$ cat src/sv/wasm_loop_guard_checker_core_macros.svh
// Assertion helpers for the loop guard checker
`ifndef WASM_LOOP_GUARD_CHECKER_CORE_MACROS_SVH
`define WASM_LOOP_GUARD_CHECKER_CORE_MACROS_SVH

// implication checked on every rising edge outside reset
`define WLG_ASSERT_IMPL(lbl, ante, cons, msg) \
  lbl: assert property (@(posedge clk) disable iff (!rst_n) (ante) |-> (cons)) \
    else $error(msg);

// next-cycle implication checked outside reset
`define WLG_ASSERT_NEXT(lbl, ante, cons, msg) \
  lbl: assert property (@(posedge clk) disable iff (!rst_n) (ante) |=> (cons)) \
    else $error(msg);

`endif

$ cat src/sv/wlg_pkg.sv
package wlg_pkg;

  typedef struct packed {
    logic [7:0] code_byte;
    logic       last_byte;
  } in_item_t;

  typedef struct packed {
    logic [2:0]  verdict;
    logic [15:0] fail_offset;
  } out_item_t;

  // byte tagged with its position in the body
  typedef struct packed {
    logic [7:0]  code_byte;
    logic        last_byte;
    logic [15:0] pos;
  } tagged_item_t;

  typedef struct packed {
    logic        ful;
    logic        empty;
    logic [1:0]  count;
  } queue_status_t;

  localparam logic [2:0] V_OK        = 3'd0;
  localparam logic [2:0] V_FEW_ARGS  = 3'd1;
  localparam logic [2:0] V_ARG_ZERO  = 3'd2;
  localparam logic [2:0] V_BRANCH    = 3'd3;
  localparam logic [2:0] V_MEM_GROW  = 3'd4;
  localparam logic [2:0] V_MISSING   = 3'd5;
  localparam logic [2:0] V_TRUNCATED = 3'd6;
  localparam logic [2:0] V_MAP_FULL  = 3'd7;

  localparam logic [7:0] OP_BLOCK    = 8'h02;
  localparam logic [7:0] OP_LOOP     = 8'h03;
  localparam logic [7:0] OP_IF       = 8'h04;
  localparam logic [7:0] OP_END      = 8'h0B;
  localparam logic [7:0] OP_BR       = 8'h0C;
  localparam logic [7:0] OP_BR_IF    = 8'h0D;
  localparam logic [7:0] OP_BR_TABLE = 8'h0E;
  localparam logic [7:0] OP_CALL     = 8'h10;
  localparam logic [7:0] OP_CALL_IND = 8'h11;
  localparam logic [7:0] OP_LGET     = 8'h20;
  localparam logic [7:0] OP_LSET     = 8'h21;
  localparam logic [7:0] OP_LTEE     = 8'h22;
  localparam logic [7:0] OP_GGET     = 8'h23;
  localparam logic [7:0] OP_GSET     = 8'h24;
  localparam logic [7:0] OP_MEM_SIZE = 8'h3F;
  localparam logic [7:0] OP_MEM_GROW = 8'h40;
  localparam logic [7:0] OP_I32      = 8'h41;
  localparam logic [7:0] OP_I64      = 8'h42;
  localparam logic [7:0] OP_F32      = 8'h43;
  localparam logic [7:0] OP_F64      = 8'h44;
  localparam logic [7:0] OP_PREFIX   = 8'hFC;

endpackage

$ cat src/sv/wlg_front.sv
// Tags each accepted byte with its saturating body position.
module wlg_front (
  input  logic                  clk,
  input  logic                  rst_n,
  input  logic                  in_valid,
  output logic                  in_stall,
  input  wlg_pkg::in_item_t     in_data,
  output logic                  push,
  output wlg_pkg::tagged_item_t push_data,
  input  wlg_pkg::queue_status_t qstat
);
  logic [15:0] pos_r, pos_nxt;

  assign in_stall = qstat.ful;
  assign push     = in_valid && !qstat.ful;

  always_comb begin
    push_data.code_byte = in_data.code_byte;
    push_data.last_byte = in_data.last_byte;
    push_data.pos       = pos_r;
    pos_nxt = pos_r;
    if (push) begin
      if (in_data.last_byte) pos_nxt = '0;
      else if (pos_r != 16'hFFFF) pos_nxt = pos_r + 16'd1;
    end
  end

  always_ff @(posedge clk) begin
    if (!rst_n) pos_r <= '0;
    else pos_r <= pos_nxt;
  end
endmodule

$ cat config.mk
export PLATFORM = sky130hd
export DESIGN_NAME = wlg_front
export DESIGN_NICKNAME = d
export VERILOG_FILES = /design/src/sv/wasm_loop_guard_checker_core_macros.svh /design/src/sv/wlg_pkg.sv /design/src/sv/wlg_front.sv
export SDC_FILE = /design/constraint.sdc
export NUM_CORES = 1
export LEC_CHECK = 0
export BUFFER_PORTS_ARGS = -buffer_cell sky130_fd_sc_hd__buf_4
export CAP_MARGIN = 10
export CORE_UTILIZATION = 40
export CTS_CLUSTER_DIAMETER = 150
export CTS_CLUSTER_SIZE = 10
export DETAILED_ROUTE_END_ITERATION = 8
export PLACE_DENSITY_LB_ADDON = 0.12
export SETUP_SLACK_MARGIN = 0.2
export SYNTH_ARGS = -nofsm -noshare
export SYNTH_HDL_FRONTEND = slang
export SYNTH_SLANG_ARGS = --single-unit
$ cat constraint.sdc
create_clock -name clk -period 2.3 [get_ports clk]
set_input_delay 0.115 -clock clk [delete_from_list [all_inputs] [get_ports clk]]
set_output_delay 0.115 -clock clk [all_outputs]
set_load 0.005 [all_outputs]
; Word-level counts from Yosys, hierarchy flattened
; Cells that the tools add are included.
[classes]
n_eq_ne = 1
n_addsub = 1
n_reduce_logical = 4
mux = 2
[ops]
columns = op, n
row1 = $mux 16, 2
row2 = $add 16x1->16 const B, 1
row3 = $ne 16x16->1 const B, 1
row4 = $reduce_and 2->1, 1
row5 = $reduce_bool 2->1, 1
row6 = $logic_and 1x1->1, 1
row7 = $logic_not 1->1, 1
[totals]
reg_bits = 16
wordCells = 9

; Depth between registers and ports, before layout
[depth]
ltp_word = 3
ltp_mapped = 7
depth_no_buf = 6

; Worst setup path after synthesis
; No wires, ideal clock.
[synth_path]
path_kind = flip-flop to flip-flop
start = reg pos_r[0]
end = reg pos_r[5]
path_stages_with_launch = 8
t_arrival_ps = 1601
required_ps = 2168
path_buffers = 1
setup_slack_ps = 567
synth_period_minus_slack_ps = 1733
setup_ps = 132
path_cell_list = dfxtp_1 -> ha_1 -> nand3_2 -> or2_1 -> buf_6 -> nor3_4 -> a2bb2oi_1 -> nor3b_2
[synth_via]
elab_chain_len = 3
elab_cells_between_ends = 6
classes_between = add/sub: 1 / eq/ne: 1 / mux: 2 / reduce/logical: 2
[synth_lines]
columns = item, line
row1 = from (decl), wlg_front.sv:12  ; logic [15:0] pos_r, pos_nxt;
row2 = from (signal assigned), wlg_front.sv:30  ; else pos_r <= pos_nxt;
row3 = $add 16x1->16 / $ne 16x16->1 (equally long branches), wlg_front.sv:24  ; else if (pos_r != 16'hFFFF) pos_nxt = pos_r + 16'd1;
row4 = $mux 16 / $reduce_bool 2->1 (equally long branches), -
row5 = $mux 16 / $reduce_and 2->1 (equally long branches), -
; Parallel ways exist; a longest one is shown, timed or not. The select of a mux whose other input is x is not followed.
; A chain may end at the register's enable or synchronous reset.

; Final worst setup path
; Same ends and word-level chain as after synthesis.

==> reports/qor.log <==
[cells_and_area] largest registers in the final layout pos_r (16)
[sta] maximum achievable frequency 537 MHz
[pwr] fraction of power consumed by the clock network 0.374
[die] Die ar. 2790 um^2
[synth] portion of the post-synthesis area used by sequential elements 0.310
[die] die boundary height 52.9 um
[worst_setup_path] start point of the critical path pos_r[0]$_SDFFE_PN0P_
[clocking] total CTS buffers 3
[grt] Tot GR Track Use 0.206
[synth] synthesized netlist cell count 125
[grt] wire length of the first global-routing pass 4110 um
[routing] final routed DRC violation total 2
[worst_hold_path] path class of the lowest-slack min-delay path primary input to flip-flop
[die] total I/O pin count 43
[die] Core Footprint 2450 um^2
[pwr] switching fraction of total power 0.240
[worst_setup_path] Critical Path Source Type flip-flop
[clocking] maximum number of buffers from clock root to sink 2
[sta] final clock skew 0.00255 ns
[run] count of max-cap constraint violations 0
[synth] number of nets in the synthesized netlist 142
[placement] count of buffers from port buffering 23
[routing] average wire length per cell after detail routing 15.7 um
[pwr] leakage power total 0.000451 uW
[routing] Via Count 982
[sta] portion of the clock cycle consumed by the worst path in the final layout 0.810
[synth] area share of the leading cell type in the synthesized netlist 0.310
[sta] post-route minimum period 1.86 ns
[synth] cell type contributing the most total cell area after synthesis sky130_fd_sc_hd__dfxtp_1
[pwr] combinational group share of total power 0.084
[cells_and_area] leading cell types in the layout, fill and taps excluded sky130_fd_sc_hd__buf_4, sky130_fd_sc_hd__dfxtp_1, sky130_fd_sc_hd__nand2_1
[routing] detail-routed via count per cell 5.85
[synth] EDFF count, synth 0
[die] effective utilization at floorplan 0.422
[cells_and_area] most common library cell in the layout ignoring fill and taps sky130_fd_sc_hd__buf_4
[cells_and_area] final layout net count 156
[clocking] CTS tree done
[synth] #FFs+latches synth 16
[routing] count of antenna-violating nets left after detailed routing 0
[outcome] violations in the final reports DRC
[synth] syn avg cell area 8.28 um^2
[grt] antenna violations before repair 0
[clocking] clk sinks 16
[worst_setup_path] arrival time at the worst endpoint 2.04 ns
[worst_setup_path] setup slack of the worst register-to-register path 0.44 ns
[clocking] Hold Buf Count CTS 0
[sta] Fin. Hold Viols 0
[placement] Detailed Place HPWL 1890 um
[routing] total length of routed wires 2630 um
[worst_setup_path] kind of critical path flip-flop to flip-flop
[placement] worst setup slack before clock tree synthesis 0.276 ns
[synth] Mapped Area 1030 um^2
[cells_and_area] fraction of layout cells with a size suffix above 1 0.297
[worst_setup_path] Worst Setup EP pos_r[5]$_SDFFE_PN0P_
[worst_setup_path] r2r worst-path depth 6
[grt] largest net degree at the start of global routing 13
[cells_and_area] register with the most flip-flops pos_r
[synth] Synth async-reset ratio 0
[sta] measured slew at the worst slew-check pin 0.407 ns
[worst_setup_path] largest fanout of any net on the critical path 9
[cells_and_area] number of flip-flops in the largest register 16
[cells_and_area] area growth from synthesis to layout 14.6%
[sta] slack of the critical path 0.438 ns
[worst_setup_path] data required time at the worst endpoint 2.48 ns
[routing] violation count after the first detailed-routing iteration 29
[clocking] later-pin clock latency in the skew report 0.29 ns
[worst_setup_path] sort of element at the end of the critical path flip-flop
[sta] number of pins with negative max-slew slack in the final report 0
[placement] GP Congestion 0.807
[sta] Rel. slew slack 0.728
[cells_and_area] antenna diode instance count 0
[pwr] maximum VDD drop 0.285 mV
[worst_setup_path] Crit Reg-Reg Endpoint pos_r[5]$_SDFFE_PN0P_
[clocking] clock transition at the register clock pins on the worst setup and hold paths after CTS 0.10 ns
[synth] top post-synthesis cells by area sky130_fd_sc_hd__dfxtp_1, sky130_fd_sc_hd__buf_4, sky130_fd_sc_hd__nand2_1
[sta] RSZ-0062 raised after global routing false
[sta] number of failing setup endpoints in the final timing report 0
[grt] overflow left after global routing 0
[grt] number of global-route vias before repair 853
[sta] setup tns final 0 ns
[pwr] Sequential Power Share 0.542
[synth] number of different library cells in the post-synthesis netlist 46
[sta] worst hold-check slack 0.145 ns
[clocking] level count of the clock H-tree 1
[pwr] internal power contribution 391 uW
[synth] number of warnings printed during yosys synthesis 0
[worst_setup_path] worst flop-to-flop path startpoint pos_r[0]$_SDFFE_PN0P_
[routing] drt pass-1 iters 6
[die] chip width 52.9 um
[pwr] switching power 124 uW
[pwr] P per Cell Area 434 nW/um^2
[clocking] root buffer cell sky130_fd_sc_hd__clkbuf_4
[outcome] status finished with violations
[die] Rows 18
[synth] Post-synth top flop sky130_fd_sc_hd__dfxtp_1
-- cells by family after synthesis --
kind of cell	count (synthesis)	share of synthesized area
and+or+nand+nor	57	0.336
adders and majority gates	1	0.0121
AOI/OAI and AO/OA	34	0.230
buffers and inverters	17	0.112
DFF	16	0.310
-- worst min-delay path by stage --
stage / startpoint / end / slack, ns / depth (start not counted)
final: rst_n / pos_r[12]$_SDFFE_PN0P_ / 0.15 / 2
after global routing: rst_n / pos_r[12]$_SDFFE_PN0P_ / 0.14 / 2
after CTS: rst_n / pos_r[12]$_SDFFE_PN0P_ / 0.14 / 2
after detailed placement: in_data[3] / push_data[19] / 0.23 / 0
after global placement: in_data[3] / push_data[19] / 0.23 / 0
after floorplan: qstat[3] / in_stall / 0.31 / 1
-- timing repair --
| action | 4_1_cts | 5_1_grt |
|---|---|---|
| resized for setup | 0 | 1 |
| buffers inserted | 0 | 1 |
| setup endpoints to repair | 0 | 4 |
-- stage by stage --
step / total power (uW) / instance area (um^2) / cells / utilization
6_report: 515 / 1190 / 168 / 0.483
2_1_floorplan: 324 / 1030 / 125 / -
3_5_place_dp: 328 / 1140 / 163 / 0.464
5_1_grt: 536 / 1190 / 168 / 0.483
3_3_place_gp: 328 / 1140 / 163 / 0.464
4_1_cts: 518 / 1180 / 167 / 0.479
-- per-layer routing --
metal / track usage / wire length [um]
met5: 0 / 0
met4: 0.0921 / 36
met3: 0.0316 / 126
met2: 0.335 / 1230
met1: 0.266 / 1240
-- critical path, stage by stage, from the launching register on --
cell	delay (ns)
sky130_fd_sc_hd__dfxtp_1	0.42
sky130_fd_sc_hd__ha_1	0.23
sky130_fd_sc_hd__nand3_2	0.16
sky130_fd_sc_hd__or2_4	0.35
sky130_fd_sc_hd__nor3_4	0.28
sky130_fd_sc_hd__a2bb2oi_1	0.24
sky130_fd_sc_hd__nor3b_2	0.06
-- synth_stat cells (3+ instances only) --
library cell               count
sky130_fd_sc_hd__dfxtp_1      16
sky130_fd_sc_hd__nand2_1      11
sky130_fd_sc_hd__nand2b_1      3
sky130_fd_sc_hd__buf_4        11
sky130_fd_sc_hd__o21ai_0       8
sky130_fd_sc_hd__o21a_1        3
sky130_fd_sc_hd__nor3_1        6
sky130_fd_sc_hd__nor2_1        9
sky130_fd_sc_hd__a31oi_1       4
sky130_fd_sc_hd__nand3_1       7
sky130_fd_sc_hd__o31ai_1       3
-- cell type report --
type	instances	area, um^2
Fill cell	268	1270
Clock buffer	4	36.3
Sequential cell	16	320
Multi-Input combinational cell	92	601
Inverter	1	3.75
Tap cell	30	37.5
Timing Repair Buffer	25	188
-- power groups by stage --
stage / registers (uW) / logic [uW] / clock network [uW]
floorplan: 285 / 38.4 / 0
global placement: 285 / 42.6 / 0
detailed placement: 286 / 42.5 / 0
CTS: 279 / 42.6 / 196
global route: 279 / 47.1 / 210
finish: 279 / 43.0 / 193
Power figures use the tool's default switching activity.
