## src/sv/wasm_loop_guard_checker_core_macros.svh

```systemverilog
// Assertion helpers for the loop guard checker
`ifndef WASM_LOOP_GUARD_CHECKER_CORE_MACROS_SVH
`define WASM_LOOP_GUARD_CHECKER_CORE_MACROS_SVH

// implication checked on every rising edge outside reset
`define WLG_ASSERT_IMPL(lbl, ante, cons, msg) \
  lbl: assert property (@(posedge clk) disable iff (!rst_n) (ante) |-> (cons)) \
    else $error(msg);

// next-cycle implication checked outside reset
`define WLG_ASSERT_NEXT(lbl, ante, cons, msg) \
  lbl: assert property (@(posedge clk) disable iff (!rst_n) (ante) |=> (cons)) \
    else $error(msg);

`endif

```

## src/sv/wlg_pkg.sv

```systemverilog
package wlg_pkg;

  typedef struct packed {
    logic [7:0] code_byte;
    logic       last_byte;
  } in_item_t;

  typedef struct packed {
    logic [2:0]  verdict;
    logic [15:0] fail_offset;
  } out_item_t;

  // byte tagged with its position in the body
  typedef struct packed {
    logic [7:0]  code_byte;
    logic        last_byte;
    logic [15:0] pos;
  } tagged_item_t;

  typedef struct packed {
    logic        ful;
    logic        empty;
    logic [1:0]  count;
  } queue_status_t;

  localparam logic [2:0] V_OK        = 3'd0;
  localparam logic [2:0] V_FEW_ARGS  = 3'd1;
  localparam logic [2:0] V_ARG_ZERO  = 3'd2;
  localparam logic [2:0] V_BRANCH    = 3'd3;
  localparam logic [2:0] V_MEM_GROW  = 3'd4;
  localparam logic [2:0] V_MISSING   = 3'd5;
  localparam logic [2:0] V_TRUNCATED = 3'd6;
  localparam logic [2:0] V_MAP_FULL  = 3'd7;

  localparam logic [7:0] OP_BLOCK    = 8'h02;
  localparam logic [7:0] OP_LOOP     = 8'h03;
  localparam logic [7:0] OP_IF       = 8'h04;
  localparam logic [7:0] OP_END      = 8'h0B;
  localparam logic [7:0] OP_BR       = 8'h0C;
  localparam logic [7:0] OP_BR_IF    = 8'h0D;
  localparam logic [7:0] OP_BR_TABLE = 8'h0E;
  localparam logic [7:0] OP_CALL     = 8'h10;
  localparam logic [7:0] OP_CALL_IND = 8'h11;
  localparam logic [7:0] OP_LGET     = 8'h20;
  localparam logic [7:0] OP_LSET     = 8'h21;
  localparam logic [7:0] OP_LTEE     = 8'h22;
  localparam logic [7:0] OP_GGET     = 8'h23;
  localparam logic [7:0] OP_GSET     = 8'h24;
  localparam logic [7:0] OP_MEM_SIZE = 8'h3F;
  localparam logic [7:0] OP_MEM_GROW = 8'h40;
  localparam logic [7:0] OP_I32      = 8'h41;
  localparam logic [7:0] OP_I64      = 8'h42;
  localparam logic [7:0] OP_F32      = 8'h43;
  localparam logic [7:0] OP_F64      = 8'h44;
  localparam logic [7:0] OP_PREFIX   = 8'hFC;

endpackage

```

## src/sv/wlg_queue.sv

```systemverilog
// Two-entry queue between front and back.
module wlg_queue (
  input  logic                   clk,
  input  logic                   rst_n,
  input  logic                   push,
  input  wlg_pkg::tagged_item_t  push_data,
  input  logic                   pop,
  output wlg_pkg::tagged_item_t  head,
  output wlg_pkg::queue_status_t qstat
);
  wlg_pkg::tagged_item_t mem_r [2];
  logic       wp_r, rp_r;
  logic [1:0] cnt_r;

  assign head        = mem_r[rp_r];
  assign qstat.count = cnt_r;
  assign qstat.empty = (cnt_r == 2'd0);
  assign qstat.ful   = (cnt_r == 2'd2);

  always_ff @(posedge clk) begin
    if (push) mem_r[wp_r] <= push_data;
  end

  always_ff @(posedge clk) begin
    if (!rst_n) begin
      wp_r  <= 1'b0;
      rp_r  <= 1'b0;
      cnt_r <= 2'd0;
    end else begin
      if (push) wp_r <= ~wp_r;
      if (pop)  rp_r <= ~rp_r;
      cnt_r <= cnt_r + {1'b0, push} - {1'b0, pop};
    end
  end
endmodule

```

## config.mk

```make
export PLATFORM = sky130hd
export DESIGN_NAME = wlg_queue
export DESIGN_NICKNAME = d
export VERILOG_FILES = /design/src/sv/wasm_loop_guard_checker_core_macros.svh /design/src/sv/wlg_pkg.sv /design/src/sv/wlg_queue.sv
export SDC_FILE = /design/constraint.sdc
export NUM_CORES = 1
export LEC_CHECK = 0
export BUFFER_PORTS_ARGS = -buffer_cell sky130_fd_sc_hd__buf_4
export CAP_MARGIN = 20
export CORE_MARGIN = 2
export CORE_UTILIZATION = 41
export CTS_CLUSTER_SIZE = 14
export DETAILED_ROUTE_END_ITERATION = 10
export PLACE_DENSITY_LB_ADDON = 0.25
export SLEW_MARGIN = 30
export SYNTH_ARGS = -nofsm -noshare
export SYNTH_HDL_FRONTEND = slang
export SYNTH_SLANG_ARGS = --single-unit
```

## constraint.sdc

```tcl
create_clock -name clk -period 2 [get_ports clk]
set_clock_uncertainty 0.1 [all_clocks]
set_input_delay 0.4 -clock clk [delete_from_list [all_inputs] [get_ports clk]]
set_output_delay 0.4 -clock clk [all_outputs]
set_load 0.01 [all_outputs]
```

# After elaboration in Yosys (flattened, before gate mapping)

Memories as Yosys holds them, arrays and structs flattened. A register that Yosys moved wholly into a read port is not among the register bits.
Index checks and enable logic that the tools add are counted.

Output and inout bits: 29
Register bits after elaboration: 4
RAM bits: 50
Memories: 1

Memories:

| name  | depth | bits a word | read ports | clocked after Yosys merged registers in | wr ports | RTL line        | text |
|---|---|---|---|---|---|---|---|
| mem_r | 2     | 25          | 1          | 1                                       | 1        | wlg_queue.sv:11 | `wlg_pkg::tagged_item_t mem_r [2];` |

Bitwise operators: 2
$add $sub $neg: 2
Multiplexer cells: 4
Reduce and logical (&&, ||, !) cells: 1
Equality and inequality tests: 1

Operator list:

| cell               | number |
|---|---|
| $mux 1             | 4 |
| $add 2x1->2        | 1 |
| $eq 2x2->1 const B | 1 |
| $logic_not 2->1    | 1 |
| $not 1->1          | 2 |
| $sub 2x1->2        | 1 |

# Logic depth before layout (Yosys ltp)

Gate-level depths: netlist of run 1.

Word-level depth: 3
Mapped depth: 6
Mapped depth without buffers: 6

# Least setup slack after synthesis of run 1

OpenSTA, ideal clock, no wires.

Path kind: input to register
Start: input port push
End: memory mem_r[0][0] (netlist name) (enable)
Stages on the path: 1
Library setup time: 0.411 ns
Arrival: 1.580 ns
Setup slack: -0.091 ns
Cells stage by stage: nor2b_1

Cells in the longest elaborated chain, start to end: 2

Ends and longest elaborated chain:

| what                         | RTL line        | text |
|---|---|---|
| from (decl)                  | wlg_queue.sv:5  | `input logic push,` |
| $mux 1                       | wlg_queue.sv:21 | `if (push) mem_r[wp_r] <= push_data;` |
| $mux 1 (implied by the code) | wlg_queue.sv:21 |  |
| to (decl)                    | wlg_queue.sv:11 |  |

No other way between the ends.

==> results of run 1 <==
cell type report:
type,instances,area [um2]
Inverter,2,7.51
Timing Repair Buffer,61,495
Sequential cell,55,1600
Clock inverter,3,20.0
Multi-Input combinational cell,39,477
Fill cell,439,2320
Clock buffer,5,68.8
Tap cell,70,87.6
how the worst max path moves through the flow:
stage	startpoint	end	slack [ns]	depth (start not counted)
after floorplan	push	mem_r[0][0]	0.38	1
after global placement	flop	head[3]	0.50	3
after detailed placement	flop	head[2]	0.48	3
after CTS	flop	head[2]	0.14	3
after global routing	flop	head[0]	0.09	3
final	flop	head[2]	0.17	3
synthesized netlist by cell type:
master,n,share of area (%)
inv_1,2,0.35
ha_1,2,1.2
xnor3_1,1,1.1
mux2_4,20,14
dfxtp_1,5,4.7
buf_6,1,0.53
o21a_1,1,0.35
buf_12,2,1.9
nor2b_1,4,1.2
xor2_1,1,0.41
edfxtp_1,50,70
mux2_2,5,2.6
and2_1,4,1.2
nor2_1,1,0.18
cells by family (layout without fill, tap and decap cells):
kind of cell / count (synthesis) / in the layout / share of synthesized area [%]
and+or+nand+nor: 9 / 9 / 2.52
muxes: 25 / 25 / 16.7
AOI/OAI and AO/OA: 1 / 1 / 0.352
adders and majority gates: 2 / 2 / 1.17
DFF: 55 / 55 / 75.0
buffers and inverters: 5 / 71 / 2.76
xor gates and xnor gates: 2 / 2 / 1.47
layer usage:
layer	part of all wire [%]	vias to the layer above	routed length, um	global-route usage [%]
met1	37	514	1220	12.9
met3	6.3	5	209	5.09
met2	55	38	1820	22.0
li1	-	504	-	-
met5	0	-	0	0
met4	1.4	0	45	5.45
cell usage in the layout, fill, tap and decap left out:
| cell type | netlist | layout |
|---|---|---|
| mux2_2 | 5 | 5 |
| nor2_1 | 1 | 1 |
| clkbuf_8 | 0 | 5 |
| nor2b_2 | 0 | 1 |
| nor2b_1 | 4 | 3 |
| inv_1 | 2 | 2 |
| ha_1 | 2 | 2 |
| dfxtp_2 | 0 | 1 |
| dfxtp_1 | 5 | 4 |
| buf_12 | 2 | 3 |
| o21a_1 | 1 | 1 |
| mux2_4 | 20 | 20 |
| clkinvlp_4 | 0 | 1 |
| clkinv_1 | 0 | 1 |
| edfxtp_1 | 50 | 50 |
| xor2_1 | 1 | 1 |
| buf_4 | 0 | 58 |
| and2_1 | 4 | 4 |
| xnor3_1 | 1 | 1 |
| clkinv_4 | 0 | 1 |
worst max-delay path, stage by stage (launching register included):
cell     delay (ns)
dfxtp_2        0.36
buf_4          0.19
mux2_2         0.35
buf_4          0.14
power groups by stage:
stage                     combinational (mW)  sequential [mW]  clock (mW)
final                                  0.406             1.35       0.575
after global routing                   0.437             1.36       0.672
after floorplan                        0.228             1.38           0
after detailed placement               0.414             1.38           0
after global placement                 0.405             1.38           0
after CTS                              0.414             1.35       0.605
metrics by stage:
step,power [mW],hold WS [ns]
5_1_grt,2.47,0.151
3_5_place_dp,1.80,0.472
6_report,2.33,0.183
2_1_floorplan,1.60,0.399
4_1_cts,2.37,0.165
3_3_place_gp,1.78,0.471
state kept, by name (all words and copies together), names as in the netlist, named ones only:
register  count
cnt_r         2
rp_r          1
wp_r          1
mem_r        50
==> results.md, run 1 <==
* P_leak at 1.09 nW
* Vias in the first global route at 1,158
* CTS max path bufs at 2
* # diodes at 0
* Sequential power share at 58.0%
* Port buffer count at 57
* Fin cells at 235
* CP arrival at 1.33 ns
* Reg2reg start: cnt_r[0]
* Post-CTS Setup Inserts at 0
* Vias/cell at 4.51
* Skew-Pair Late Insertion Delay at 0.29 ns
* Critical path launch point type: flop
* Area Overhead vs Synth at 29.2%
* Hold path endpoint: mem_r[1][11]
* Placement Setup Slack at 0.484 ns
* Wire length of the first global-routing pass at 5400 um
* Critical Path RT at 1.50 ns
* Gate power share at 17.4%
* Cells after DPL at 227
* DP Area at 0.00267 mm2
* Layout cells sized above 1 at 57.6%
* Switching power total at 516 uW
* Top Ports at 58
* Core Region at 0.00507 mm2
* Root Buffer: clkbuf_8
* Fin. max-slew vios at 0
* MaxCap Viol Count at 0
* Die height at 76.2 um
* Clk pwr share at 24.6%
* Switching share of power at 22.1%
* Worst min path class: in -> reg
* Tcrit/Tclk final at 91.7%
* Hold-fix buffers, CTS at 0
* Utilization after layout at 54.4%
* Minimum clock period at 1.83 ns
* Hold path depth at 1
* Worst Tran Pin Value at 0.332 ns
* Post-Syn Instances at 99
* Drt total wl at 3300 um
* DRT iter0 DRCs at 53
* Reg2reg end: cnt_r[1]
* Setup CP Type: reg -> out
* Fmax at 0.545 GHz
* Post-route setup slack at 0.166 ns
* Setup violators final at 0
* DRT Pass-1 Iters at 3
* Initial antenna violation count at 0
* Synth Register Bits at 55
* Synth Warn # at 0
* Worst rel slew slack at 77.8%
* Gr usage total at 12.4%
* Post-detailed-route DRC marker count at 0
* TritonCTS Buffers at 5
* Routability cong. at 0.689
* Cell-internal power at 1.82 mW
* WL/cell at 14.1 um
* Worst r2r path cells at 6
* Status: completed
* Syn nets at 130
* PwrDens at 846 mW/mm2
* Worst R2R Setup Slack at 0.63 ns
* Peak fanout along the critical path at 8
* Syn Std Cell Area at 0.00213 mm2
* Fin area at 0.00276 mm2
* Total grt overflow at 0
* Clock Pin Slew Worst Setup and Hold Paths at 0.09 ns
* DP HPWL at 2450 um
* Max VDD drop at 458 uV
* Distinct cells, synth at 14
* Sequential share of the synthesized area at 75.0%
* Post-Syn Area per Cell at 21.6 um2
* Initial core utilization at 42.1%
* Fin. Hold Viols at 0
* Crit end category: output port
* Sink Count at 55
* Vias post-DR at 1,061
* Post-CTS sizing at 0
* FP Rows at 26
* Pin count of the biggest net entering global routing at 23
* Nets at 195
* H-tree levels at 2
* Antenna Nets Post-Route at 0
* CTS tree: built
* Die W at 76.2 um
* DIE AREA at 0.00580 mm2
* HP Start: push_data[11]
* RSZ-0062 raised after global routing: no
* Setup TNS Final at 0 ns
No activity file was read; power rests on OpenSTA's default activity.
==> run 2, diff against run 1 <==
- clock period: 2 -> 2.3 ns (I/O delays scaled with it)
==> results.md, run 2 (synthesis results as in run 1) <==
* Fmax at 0.468 GHz
* Drt total wl at 3220 um
* Tot Pwr at 2.04 mW
* P_leak at 1.09 nW
* Worst Tran Pin Value at 0.357 ns
* TritonCTS Buffers at 5
* Most frequent cells in the layout: buf_4 (60), edfxtp_1 (50), mux2_4 (20)
* Status: completed
* Vias in the first global route at 1,095
* Nets at 195
* Filler cells at 437
* Slowest stage delay, CP at 0.56 ns
* DIE AREA at 0.00580 mm2
* Initial antenna violation count at 0
* Setup violators final at 0
* DP HPWL at 2330 um
* FP Rows at 26
* Peak fanout along the critical path at 13
* Hold-fix buffers, CTS at 0
* CTS tree: built
* DRT iter0 DRCs at 99
* Vias/cell at 4.38
* Largest Register: mem_r
* Max reg flops at 50
* Skew-Pair Late Insertion Delay at 0.30 ns
* CP max stage cell: dfxtp_2
* MaxCap Viol Count at 0
* Die W at 76.2 um
* Worst R2R Setup Slack at 0.90 ns
* Area Overhead vs Synth at 28.2%
* Max VDD drop at 435 uV
* Critical Path RT at 1.74 ns
* RSZ-0062 raised after global routing: no
* Sink Count at 55
* Die height at 76.2 um
* Worst rel slew slack at 76.2%
* Root Buffer: clkbuf_8
* Post-CTS sizing at 0
* CP arrival at 1.58 ns
* Reg area at 0.00160 mm2
* Pin count of the biggest net entering global routing at 27
* Most frequent CP cell: buf_4
* Crit end category: output port
* Vias post-DR at 1,030
* Commonest non-fill, non-tap cell in the layout: buf_4
* Clock Pin Slew Worst Setup and Hold Paths at 0.09 ns
* Setup CP Type: reg -> out
* Total grt overflow at 0
* CTS max path bufs at 2
* Routability cong. at 0.708
* Fin. max-slew vios at 0
* Minimum clock period at 2.14 ns
* Post-CTS Setup Inserts at 0
* Fin. Hold Viols at 0
* HP Start: push_data[20]
* Layout cells sized above 1 at 57.6%
* Tcrit/Tclk final at 92.9%
* Worst hold slack at 0.238 ns
* Reg2reg start: cnt_r[0]
* Cells along the critical path: buf_4 > mux2_4 > buf_4
* # diodes at 0
* Initial core utilization at 42.1%
* PwrDens at 744 mW/mm2
* DRT Pass-1 Iters at 2
* Setup TNS Final at 0 ns
* Post-detailed-route DRC marker count at 0
* Top flop regs: mem_r (50), cnt_r (2)
* Area of the multi-input gates at 477 um2
* Antenna Nets Post-Route at 0
* Worst min path class: in -> reg
* Wire length of the first global-routing pass at 5240 um
* Top Ports at 58
* WL/cell at 13.7 um
* Critical path launch point type: flop
* Core Region at 0.00507 mm2
* H-tree levels at 2
* Gr usage total at 11.8%
* Port buffer count at 57
-- run 2: cell type report --
| class | instances | share of cell area, % |
|---|---|---|
| well taps | 70 | 3.20 |
| repair buffers | 61 | 17.2 |
| flip-flops and latches | 55 | 58.6 |
| clock buffers | 7 | 3.16 |
| inverters | 2 | 0.274 |
| multi-input cells | 39 | 17.4 |
| clock inverters | 1 | 0.183 |
-- run 2: critical path, delay by kind of cell, from the launching register on --
family,cells,cell delay (ns)
mux,1,0.31
flops,1,0.56
buf+inv,2,0.41
-- run 2: per-stage QoR --
step	instances	utilization, %	setup WS, ns	instance area, um2
floorplan	99	-	0.149	2130
global route	235	53.9	0.0817	2740
finish	235	53.9	0.163	2740
detailed placement	227	52.1	0.471	2650
global placement	227	52.1	0.487	2650
CTS	235	53.9	0.134	2740
-- run 2: final timing paths --
path,endpoint,depth (start not counted)
setup reg to reg,cnt_r[1],6
hold reg to reg,rp_r,2
setup / recovery,head[14],3
hold / removal,mem_r[1][20],1
-- run 2: routing by layer --
metal | global-route usage, % | vias to the layer above | part of all wire, %
met5 | 0 | - | 0
met4 | 4.36 | 0 | 1.3
met2 | 20.2 | 37 | 50
met1 | 13.0 | 485 | 40
met3 | 5.57 | 5 | 8.0
li1 | - | 503 | -
-- run 2: power by group --
group	leakage, nW	switching [mW]	internal [mW]
Sequential	0.511	0.0296	1.15
Clock	0.0482	0.274	0.243
Combinational	0.533	0.128	0.208
Total	1.09	0.432	1.60
